--- src/hdl/sfr_pkg.sv ---
// ----------------------------------------------------------------------------
// sfr_pkg
// types and constants shared by the serial frame receiver modules
// ----------------------------------------------------------------------------
package sfr_pkg;

    // configuration register indexes
    localparam logic CFG_TIMEOUT_RELOAD = 1'b0;
    localparam logic CFG_START_BYTE     = 1'b1;

    // register reset values
    localparam logic [7:0] TIMEOUT_RELOAD_RST = 8'd20;
    localparam logic [7:0] START_BYTE_RST     = 8'hAA;
    localparam logic [7:0] CHECK_SEED         = 8'hFF;

    // command fields sized for the largest supported buffer (64 bytes)
    localparam int CMD_IDX_W = 6;
    localparam int CMD_LEN_W = 7;

    // result status codes
    typedef enum logic [2:0] {
        ST_FRAME_BYTE   = 3'd0,
        ST_CHECKSUM_ERR = 3'd1,
        ST_BAD_START    = 3'd2,
        ST_TIMEOUT      = 3'd3,
        ST_LEN_OVERFLOW = 3'd4
    } status_t;

    // front to back command kinds
    typedef enum logic [1:0] {
        CMD_WRITE  = 2'd0,
        CMD_REPORT = 2'd1,
        CMD_EMIT   = 2'd2
    } cmd_kind_t;

    typedef struct packed {
        cmd_kind_t              kind;
        status_t                status;
        logic [7:0]             data;
        logic [CMD_IDX_W-1:0]   idx;
        logic [CMD_LEN_W-1:0]   len;
    } cmd_t;

endpackage

--- src/hdl/sfr_front.sv ---
// ----------------------------------------------------------------------------
// sfr_front
// accepts bytes and ticks, tracks frame state and issues back-end commands
// ----------------------------------------------------------------------------
module sfr_front #(
    parameter int BUFFER_DEPTH = 16
) (
    input  logic            aclk,
    input  logic            aresetn,
    input  logic            cfg_wr_en,
    input  logic            cfg_addr,
    input  logic [7:0]      cfg_wdata,
    input  logic            s_tvalid,
    output logic            s_tready,
    input  logic [7:0]      s_tdata,
    input  logic            s_tuser,
    input  logic            q_full,
    output logic            q_push,
    output sfr_pkg::cmd_t   q_cmd
);

    localparam int FW = $clog2(BUFFER_DEPTH + 1);

    logic [7:0]    reload_reg;
    logic [7:0]    start_reg;
    logic [FW-1:0] fill_reg, fill_next;
    logic [7:0]    check_reg, check_next;
    logic [7:0]    tout_reg, tout_next;
    logic [7:0]    lenb_reg, lenb_next;

    logic          accept;
    logic [FW-1:0] fill_inc;
    logic [7:0]    chk;
    logic [7:0]    len_sel;
    logic          overflow;
    logic          complete;

    assign s_tready = !q_full;
    assign accept   = s_tvalid && s_tready;
    assign fill_inc = fill_reg + FW'(1);
    assign chk      = check_reg ^ s_tdata;
    assign len_sel  = (fill_reg == FW'(1)) ? s_tdata : lenb_reg;
    assign overflow = ({1'b0, len_sel} + 9'd1) > 9'(BUFFER_DEPTH);
    assign complete = 8'(fill_inc) > len_sel;

    always_comb begin
        fill_next  = fill_reg;
        check_next = check_reg;
        tout_next  = tout_reg;
        lenb_next  = lenb_reg;
        q_push     = 1'b0;
        q_cmd      = '{kind: sfr_pkg::CMD_WRITE, status: sfr_pkg::ST_FRAME_BYTE,
                       data: s_tdata, idx: sfr_pkg::CMD_IDX_W'(fill_reg),
                       len: sfr_pkg::CMD_LEN_W'(fill_inc)};
        if (accept) begin
            if (s_tuser) begin
                // timeout tick
                if (tout_reg != 8'd0) begin
                    tout_next = tout_reg - 8'd1;
                    if (tout_reg == 8'd1 && fill_reg != '0) begin
                        q_push       = 1'b1;
                        q_cmd.kind   = sfr_pkg::CMD_REPORT;
                        q_cmd.status = sfr_pkg::ST_TIMEOUT;
                        q_cmd.len    = sfr_pkg::CMD_LEN_W'(fill_reg);
                        fill_next    = '0;
                        check_next   = sfr_pkg::CHECK_SEED;
                    end
                end
            end else begin
                tout_next = reload_reg;
                q_push    = 1'b1;
                if (fill_reg == '0) begin
                    if (s_tdata != start_reg) begin
                        q_cmd.kind   = sfr_pkg::CMD_REPORT;
                        q_cmd.status = sfr_pkg::ST_BAD_START;
                        q_cmd.len    = sfr_pkg::CMD_LEN_W'(1);
                    end else begin
                        fill_next  = fill_inc;
                        check_next = chk;
                    end
                end else begin
                    if (fill_reg == FW'(1)) begin
                        lenb_next = s_tdata;
                    end
                    if (overflow) begin
                        q_cmd.kind   = sfr_pkg::CMD_REPORT;
                        q_cmd.status = sfr_pkg::ST_LEN_OVERFLOW;
                        q_cmd.len    = sfr_pkg::CMD_LEN_W'(2);
                        fill_next    = '0;
                        check_next   = sfr_pkg::CHECK_SEED;
                    end else if (complete) begin
                        fill_next  = '0;
                        check_next = sfr_pkg::CHECK_SEED;
                        tout_next  = 8'd0;
                        if (chk != 8'd0) begin
                            q_cmd.kind   = sfr_pkg::CMD_REPORT;
                            q_cmd.status = sfr_pkg::ST_CHECKSUM_ERR;
                        end else begin
                            q_cmd.kind = sfr_pkg::CMD_EMIT;
                        end
                    end else begin
                        fill_next  = fill_inc;
                        check_next = chk;
                    end
                end
            end
        end
    end

    always_ff @(posedge aclk) begin
        if (!aresetn) begin
            reload_reg <= sfr_pkg::TIMEOUT_RELOAD_RST;
            start_reg  <= sfr_pkg::START_BYTE_RST;
            fill_reg   <= '0;
            check_reg  <= sfr_pkg::CHECK_SEED;
            tout_reg   <= 8'd0;
            lenb_reg   <= 8'd0;
        end else begin
            if (cfg_wr_en && cfg_addr == sfr_pkg::CFG_TIMEOUT_RELOAD) begin
                reload_reg <= cfg_wdata;
            end
            if (cfg_wr_en && cfg_addr == sfr_pkg::CFG_START_BYTE) begin
                start_reg <= cfg_wdata;
            end
            fill_reg  <= fill_next;
            check_reg <= check_next;
            tout_reg  <= tout_next;
            lenb_reg  <= lenb_next;
        end
    end

    // fill never reaches the buffer depth
    a_fill_bound: assert property (@(posedge aclk) disable iff (!aresetn)
        32'(fill_reg) < BUFFER_DEPTH)
        else $error("fill position beyond buffer");

    // an idle timer stays idle on a tick
    a_tick_idle: assert property (@(posedge aclk) disable iff (!aresetn)
        (accept && s_tuser && tout_reg == 8'd0) |=> tout_reg == 8'd0)
        else $error("idle timeout counter moved");

    // an empty frame never produces a timeout abort
    a_no_empty_abort: assert property (@(posedge aclk) disable iff (!aresetn)
        (q_push && q_cmd.status == sfr_pkg::ST_TIMEOUT) |-> fill_reg != '0)
        else $error("timeout abort of an empty frame");

endmodule

--- src/hdl/sfr_cmd_fifo.sv ---
// ----------------------------------------------------------------------------
// sfr_cmd_fifo
// two-entry command queue between the front and back ends
// ----------------------------------------------------------------------------
module sfr_cmd_fifo (
    input  logic            aclk,
    input  logic            aresetn,
    input  logic            push,
    input  sfr_pkg::cmd_t   push_cmd,
    output logic            full,
    input  logic            pop,
    output sfr_pkg::cmd_t   pop_cmd,
    output logic            empty
);

    sfr_pkg::cmd_t entry_reg [2];
    logic          wr_ptr_reg;
    logic          rd_ptr_reg;
    logic [1:0]    count_reg;

    assign full    = (count_reg == 2'd2);
    assign empty   = (count_reg == 2'd0);
    assign pop_cmd = entry_reg[rd_ptr_reg];

    always_ff @(posedge aclk) begin
        if (push && !full) begin
            entry_reg[wr_ptr_reg] <= push_cmd;
        end
    end

    always_ff @(posedge aclk) begin
        if (!aresetn) begin
            wr_ptr_reg <= 1'b0;
            rd_ptr_reg <= 1'b0;
            count_reg  <= 2'd0;
        end else begin
            if (push && !full) begin
                wr_ptr_reg <= !wr_ptr_reg;
            end
            if (pop && !empty) begin
                rd_ptr_reg <= !rd_ptr_reg;
            end
            count_reg <= count_reg + 2'((push && !full) ? 1 : 0)
                                   - 2'((pop && !empty) ? 1 : 0);
        end
    end

endmodule

--- src/hdl/sfr_back.sv ---
// ----------------------------------------------------------------------------
// sfr_back
// executes commands: frame store writes, status reports and frame playback
// ----------------------------------------------------------------------------
module sfr_back #(
    parameter int BUFFER_DEPTH = 16
) (
    input  logic            aclk,
    input  logic            aresetn,
    input  logic            q_empty,
    input  sfr_pkg::cmd_t   q_cmd,
    output logic            q_pop,
    output logic            m_tvalid,
    input  logic            m_tready,
    output logic [23:0]     m_tdata,
    output logic [2:0]      m_tuser,
    output logic            m_tlast
);

    localparam int IW = $clog2(BUFFER_DEPTH);

    typedef enum logic {
        BK_IDLE,
        BK_SEND
    } bk_state_t;

    logic [7:0] store [BUFFER_DEPTH];

    bk_state_t                      state_reg;
    logic [IW-1:0]                  cnt_reg;
    logic [sfr_pkg::CMD_LEN_W-1:0]  len_reg;
    logic [7:0]                     rd_data_reg;
    logic                           m_tvalid_reg;
    logic [23:0]                    m_tdata_reg;
    logic [2:0]                     m_tuser_reg;
    logic                           m_tlast_reg;

    logic                           slot_free;
    logic                           load;
    logic                           out_load;
    logic                           final_byte;
    logic [IW-1:0]                  rd_addr;
    logic                           wr_en;

    assign slot_free  = !m_tvalid_reg || m_tready;
    assign q_pop      = (state_reg == BK_IDLE) && !q_empty && slot_free;
    assign load       = (state_reg == BK_SEND) && slot_free;
    assign out_load   = load || (q_pop && q_cmd.kind == sfr_pkg::CMD_REPORT);
    assign final_byte = (sfr_pkg::CMD_LEN_W'(cnt_reg) + sfr_pkg::CMD_LEN_W'(1)) == len_reg;
    assign wr_en      = q_pop && (q_cmd.kind == sfr_pkg::CMD_WRITE
                               || q_cmd.kind == sfr_pkg::CMD_EMIT);

    // prefetch the next byte as the current one leaves
    always_comb begin
        if (state_reg == BK_SEND) begin
            rd_addr = load ? cnt_reg + IW'(1) : cnt_reg;
        end else begin
            rd_addr = '0;
        end
    end

    always_ff @(posedge aclk) begin
        if (wr_en) begin
            store[q_cmd.idx[IW-1:0]] <= q_cmd.data;
        end
        rd_data_reg <= store[rd_addr];
    end

    always_ff @(posedge aclk) begin
        if (!aresetn) begin
            state_reg    <= BK_IDLE;
            m_tvalid_reg <= 1'b0;
        end else begin
            if (out_load) begin
                m_tvalid_reg <= 1'b1;
            end else if (m_tready) begin
                m_tvalid_reg <= 1'b0;
            end
            case (state_reg)
                BK_IDLE: begin
                    if (q_pop && q_cmd.kind == sfr_pkg::CMD_REPORT) begin
                        m_tdata_reg  <= {7'd0, 5'(q_cmd.len), 4'd0, 8'd0};
                        m_tuser_reg  <= q_cmd.status;
                        m_tlast_reg  <= 1'b1;
                    end else if (q_pop && q_cmd.kind == sfr_pkg::CMD_EMIT) begin
                        state_reg <= BK_SEND;
                        cnt_reg   <= '0;
                        len_reg   <= q_cmd.len;
                    end
                end
                BK_SEND: begin
                    if (load) begin
                        m_tdata_reg  <= {7'd0, 5'(len_reg), 4'(cnt_reg), rd_data_reg};
                        m_tuser_reg  <= sfr_pkg::ST_FRAME_BYTE;
                        m_tlast_reg  <= final_byte;
                        cnt_reg      <= cnt_reg + IW'(1);
                        if (final_byte) begin
                            state_reg <= BK_IDLE;
                        end
                    end
                end
                default: begin
                    state_reg <= BK_IDLE;
                end
            endcase
        end
    end

    assign m_tvalid = m_tvalid_reg;
    assign m_tdata  = m_tdata_reg;
    assign m_tuser  = m_tuser_reg;
    assign m_tlast  = m_tlast_reg;

    // an emit command starts playback on the next cycle
    a_emit_starts: assert property (@(posedge aclk) disable iff (!aresetn)
        (q_pop && q_cmd.kind == sfr_pkg::CMD_EMIT) |=> state_reg == BK_SEND)
        else $error("emit did not start playback");

    // playback index stays inside the frame
    a_cnt_in_frame: assert property (@(posedge aclk) disable iff (!aresetn)
        state_reg == BK_SEND |-> (sfr_pkg::CMD_LEN_W'(cnt_reg) < len_reg
                                  && len_reg >= sfr_pkg::CMD_LEN_W'(2)))
        else $error("playback index outside frame");

    // the last frame byte returns the back end to idle
    a_last_ends: assert property (@(posedge aclk) disable iff (!aresetn)
        (load && final_byte) |=> state_reg == BK_IDLE && m_tlast_reg)
        else $error("frame end not marked");

endmodule

--- src/hdl/serial_frame_receiver.sv ---
// ----------------------------------------------------------------------------
// serial_frame_receiver
// length-prefixed frame receiver with xor checksum and inter-byte timeout
// ----------------------------------------------------------------------------
//  channel  direction  contents
//  s_       in         tdata[7:0] rx_byte; tuser[0] op (0 byte, 1 tick)
//  m_       out        tdata frame_byte/byte_index/frame_length; tuser status;
//                      tlast marks the final result of an input transaction
//  cfg_     in         write only: 0 timeout_reload, 1 start_byte
//
//  the front end takes one input transaction per cycle while the two-entry
//  command queue has room; each transaction yields at most one command
//  a good frame occupies the back end from its emit command, which issues
//  the first frame store read, then one byte per cycle while not stalled
//  a report or store write is done by the back end as it pops the command
//  a stalled result channel holds the back end, then fills the queue, then
//  drops s_tready; reset is synchronous, no clearing pass is needed
// ----------------------------------------------------------------------------
module serial_frame_receiver #(
    parameter int BUFFER_DEPTH = 16
) (
    input  logic        aclk,
    input  logic        aresetn,
    // configuration write port
    input  logic        cfg_wr_en,
    input  logic        cfg_addr,
    input  logic [7:0]  cfg_wdata,
    // input stream
    input  logic        s_tvalid,
    output logic        s_tready,
    input  logic [7:0]  s_tdata,   // [7:0] rx_byte
    input  logic        s_tuser,   // [0] op
    // result stream
    output logic        m_tvalid,
    input  logic        m_tready,
    output logic [23:0] m_tdata,   // [7:0] frame_byte, [11:8] byte_index,
                                   // [16:12] frame_length, [23:17] zero
    output logic [2:0]  m_tuser,   // [2:0] status
    output logic        m_tlast    // last
);

    // commands from front end to queue
    logic          push;
    sfr_pkg::cmd_t push_cmd;
    logic          q_full;

    // commands from queue to back end
    logic          pop;
    sfr_pkg::cmd_t pop_cmd;
    logic          q_empty;

    // front end: byte/tick classification, frame tracking, timeout
    sfr_front #(
        .BUFFER_DEPTH (BUFFER_DEPTH)
    ) u_front (
        .aclk      (aclk),
        .aresetn   (aresetn),
        .cfg_wr_en (cfg_wr_en),
        .cfg_addr  (cfg_addr),
        .cfg_wdata (cfg_wdata),
        .s_tvalid  (s_tvalid),
        .s_tready  (s_tready),
        .s_tdata   (s_tdata),
        .s_tuser   (s_tuser),
        .q_full    (q_full),
        .q_push    (push),
        .q_cmd     (push_cmd)
    );

    // decoupling queue
    sfr_cmd_fifo u_fifo (
        .aclk     (aclk),
        .aresetn  (aresetn),
        .push     (push),
        .push_cmd (push_cmd),
        .full     (q_full),
        .pop      (pop),
        .pop_cmd  (pop_cmd),
        .empty    (q_empty)
    );

    // back end: frame store and result generation
    sfr_back #(
        .BUFFER_DEPTH (BUFFER_DEPTH)
    ) u_back (
        .aclk     (aclk),
        .aresetn  (aresetn),
        .q_empty  (q_empty),
        .q_cmd    (pop_cmd),
        .q_pop    (pop),
        .m_tvalid (m_tvalid),
        .m_tready (m_tready),
        .m_tdata  (m_tdata),
        .m_tuser  (m_tuser),
        .m_tlast  (m_tlast)
    );

endmodule
--- config.mk ---
export PLATFORM = sky130hd
export DESIGN_NAME = serial_frame_receiver
export DESIGN_NICKNAME = d
export VERILOG_FILES = /design/src/hdl/sfr_pkg.sv /design/src/hdl/sfr_front.sv /design/src/hdl/sfr_cmd_fifo.sv /design/src/hdl/sfr_back.sv /design/src/hdl/serial_frame_receiver.sv
export SDC_FILE = /design/constraint.sdc
export NUM_CORES = 1
export LEC_CHECK = 0
export BUFFER_PORTS_ARGS = -buffer_cell sky130_fd_sc_hd__clkbuf_2
export CAP_MARGIN = 15
export CORE_MARGIN = 3
export CORE_UTILIZATION = 25
export DETAILED_ROUTE_END_ITERATION = 8
export PLACE_DENSITY_LB_ADDON = 0.25
export SETUP_SLACK_MARGIN = 0.3
export SYNTH_ARGS = -nofsm -noshare
export SYNTH_HDL_FRONTEND = slang
export SYNTH_SLANG_ARGS = --single-unit
--- constraint.sdc ---
create_clock -name aclk -period 4.81 [get_ports aclk]
set_input_delay 0.481 -clock aclk [delete_from_list [all_inputs] [get_ports aclk]]
set_output_delay 0.481 -clock aclk [all_outputs]
set_load 0.01 [all_outputs]
==> impl_metrics.tcl <==
set metrics [dict create \
    leakage_nw 4.925 \
    row_count 77 \
    num_vias 6703 \
    hold_viol_final 0 \
    powerDensity_nw_per_um2 442.9 \
    post-route-period-util_pct 75.26 \
    placed_cell_area_um2 12210 \
    drt_iter0_markers 415 \
    hold_slack_ps 168.2 \
    ys.warnings.count 0 \
    path_max_fanout 22 \
    path_buf_inv 0 \
    clkTransAtPathRegs_ps 60 \
    port_buffers 45 \
    clock_skew_ps 15.76 \
    core_area_um2 44510 \
    synth-async-reset-ratio_pct 0 \
    synth_top_cell_by_area "edfxtp_1" \
    finalCriticalPeriod_ps 3620 \
    regArea_um2 7267 \
    chipWidth_um 219.1 \
    dp_hpwl_um 17010 \
    max_stage_delay_ps 750 \
    slew_viol_final 0 \
    avgSynthCellArea_um2 13.38 \
    grt_pass1_wl_um 39640 \
    diodes 0 \
    cts_hold_buf 0 \
    synth_flop_cell "edfxtp_1" \
    hp-class "in2reg" \
    postCtsSetupBuffers 0 \
    grt_max_degree 49 \
    cts_buffer_depth 3 \
    post-route-cell-area_um2 13160 \
    num_io_pins 53 \
    finalSetupTns_ps 0 \
    cts_tree "yes" \
    crit_family "simple AND/OR/NAND/NOR gates" \
    avgViaCountPerCell 4.445 \
    worstMarginPinSlew_ps 1054 \
    grt_overflow 0 \
    area_growth_syn_to_layout_pct 15.86 \
    setup.worst_path.end_class "flop" \
    wl_per_cell_um 17.08 \
    numCtsBuffers 30 \
    synth_area_leaders "edfxtp_1 53%, dfxtp_1 11%, mux2i_1 7.1%, mux4_2 3.2%, nand2_1 2.2%" \
    antenna_found_initial 0 \
    yosysMostFrequentCell "edfxtp_1" \
    nNetsFinal 926 \
    drt_wl_total_um 25750 \
    finalSetupViolCount 0 \
    status "completed" \
    relSlewSlack_pct 29.43 \
    vdd.ir_drop.worst_uv 242.1 \
    ant_nets 0 \
    cpMaxStageDelayCell "and2_1" \
    largest_reg_flops 128 \
    cts_sinks 262 \
    synthesis.area_um2 11360 \
    cpMostUsedCell "nand2_1" \
    dieArea_um2 48020 \
    die_y_um 219.1 \
    layout-drive-gt1-share_pct 16.27 \
    synth.distinct_cells 61 \
    cts_resized 0 \
    grt_pass1_vias 6759 \
    max_clock_freq_mhz 276.3 \
    worstPathArrival_ps 4000 \
    netlist_instances 849 \
    route.detailed.drc 0 \
    synth_common_cells "202 x edfxtp_1, 80 x mux2i_1, 68 x nand2_1" \
    start_util_pct 25.52 \
    htreeDepth 1 \
    multi_input_area_um2 3796 \
    yosys_register_bits 262 \
    cap_violations 0 \
    worstSetupPathType "reg2reg" \
    gp_congestion 0.7949 \
    crit_chain "ha_1 -> nor4b_4 -> nand2_1 -> o221ai_1 -> and2_1 -> nand2_1 -> a211o_1 -> a21oi_1" \
    synth_top_area_share_pct 53.41 \
    rsz0062_at_grt "false" \
    synth-seq-area-share_pct 63.99 \
    root_buffer "clkbuf_16" \
    track_usage_pct 10.68 \
    start_kind "flop" \
    insertion_delay_ps 550 \
    synth_edf_count 202 \
    dr.pass1.iters 5 \
    power_w 0.005828 \
    nFillCells 4534 \
    worstPathRequired_ps 5190 \
]
==> cell type report <==
class                   instances  area share, %
repair buffers                 57          2.396
flip-flops and latches        262          55.22
well taps                     592          5.629
clock inverters                19          1.074
inverters                      25         0.7131
multi-input cells             517          28.85
clock buffers                  36          6.114
==> logic make-up (layout without fill, tap and decap cells) <==
logic type      count (synthesis)  count (layout)  synth area share, %
xor+xnor                       24              24                1.851
simple gates                  241             241                10.43
other cells                     1               7              0.03302
flops                         262             262                63.99
compound gates                119             119                7.459
buf+inv                        76             137                2.930
fa+ha+maj                      10              10                1.102
mux                           116             116                12.21
==> power breakdown <==
group / leakage (nW) / total [W] / internal, W / switching, W
clock: 0.465 / 0.00217 / 0.00129 / 0.000880
sequential: 2.33 / 0.00278 / 0.00270 / 0.0000838
combinational: 2.13 / 0.000880 / 0.000336 / 0.000545
==> tightest hold or removal path: cells and delay by family <==
kind          cells  cell delay (ps)
buf+inv           1               90
simple gates      2              110
==> per-layer routing <==
metal | vias to the layer above | track usage (%) | share of wire, %
met5 | - | 0 | 0
met4 | 0 | 2.960 | 2.0
met3 | 41 | 1.759 | 4.2
met2 | 138 | 17.73 | 47
met1 | 3269 | 14.44 | 47
li1 | 3255 | - | -
==> final timing paths <==
kind / to / cells after the start / slack, ps / startpoint
setup / recovery: u_fifo.entry_reg[1][2] / 8 / 1190 / u_front.fill_reg[0]
hold / removal: u_front.reload_reg[4] / 3 / 170 / cfg_wdata[4]
setup reg to reg: u_fifo.entry_reg[1][2] / 8 / 1190 / u_front.fill_reg[0]
hold reg to reg: u_front.reload_reg[7] / 2 / 460 / u_front.reload_reg[7]
==> cell usage in the layout, fill, tap and decap left out, drive strengths merged, types with 10 or more instances in the layout <==
cell,n
a21boi,15
a21oi,19
a22oi,11
a31oi,13
and2,30
buf,12
clkbuf,81
clkinv,15
dfxtp,60
edfxtp,202
ha,10
inv,25
mux2,20
mux2i,80
mux4,16
nand2,68
nand3,28
nand4,15
nor2,58
nor3,11
o21ai,12
o22ai,11
xnor2,21
==> metrics by stage <==
stage / util [%] / worst slack, ps / std cells
after floorplan: - / 1878 / 855
after global placement: 27.44 / 1274 / 1453
after detailed placement: 27.44 / 1204 / 1453
after CTS: 29.56 / 1187 / 1508
after global routing: 29.56 / 791.0 / 1508
final: 29.56 / 1190 / 1508
(Power assumes the default switching activity.)
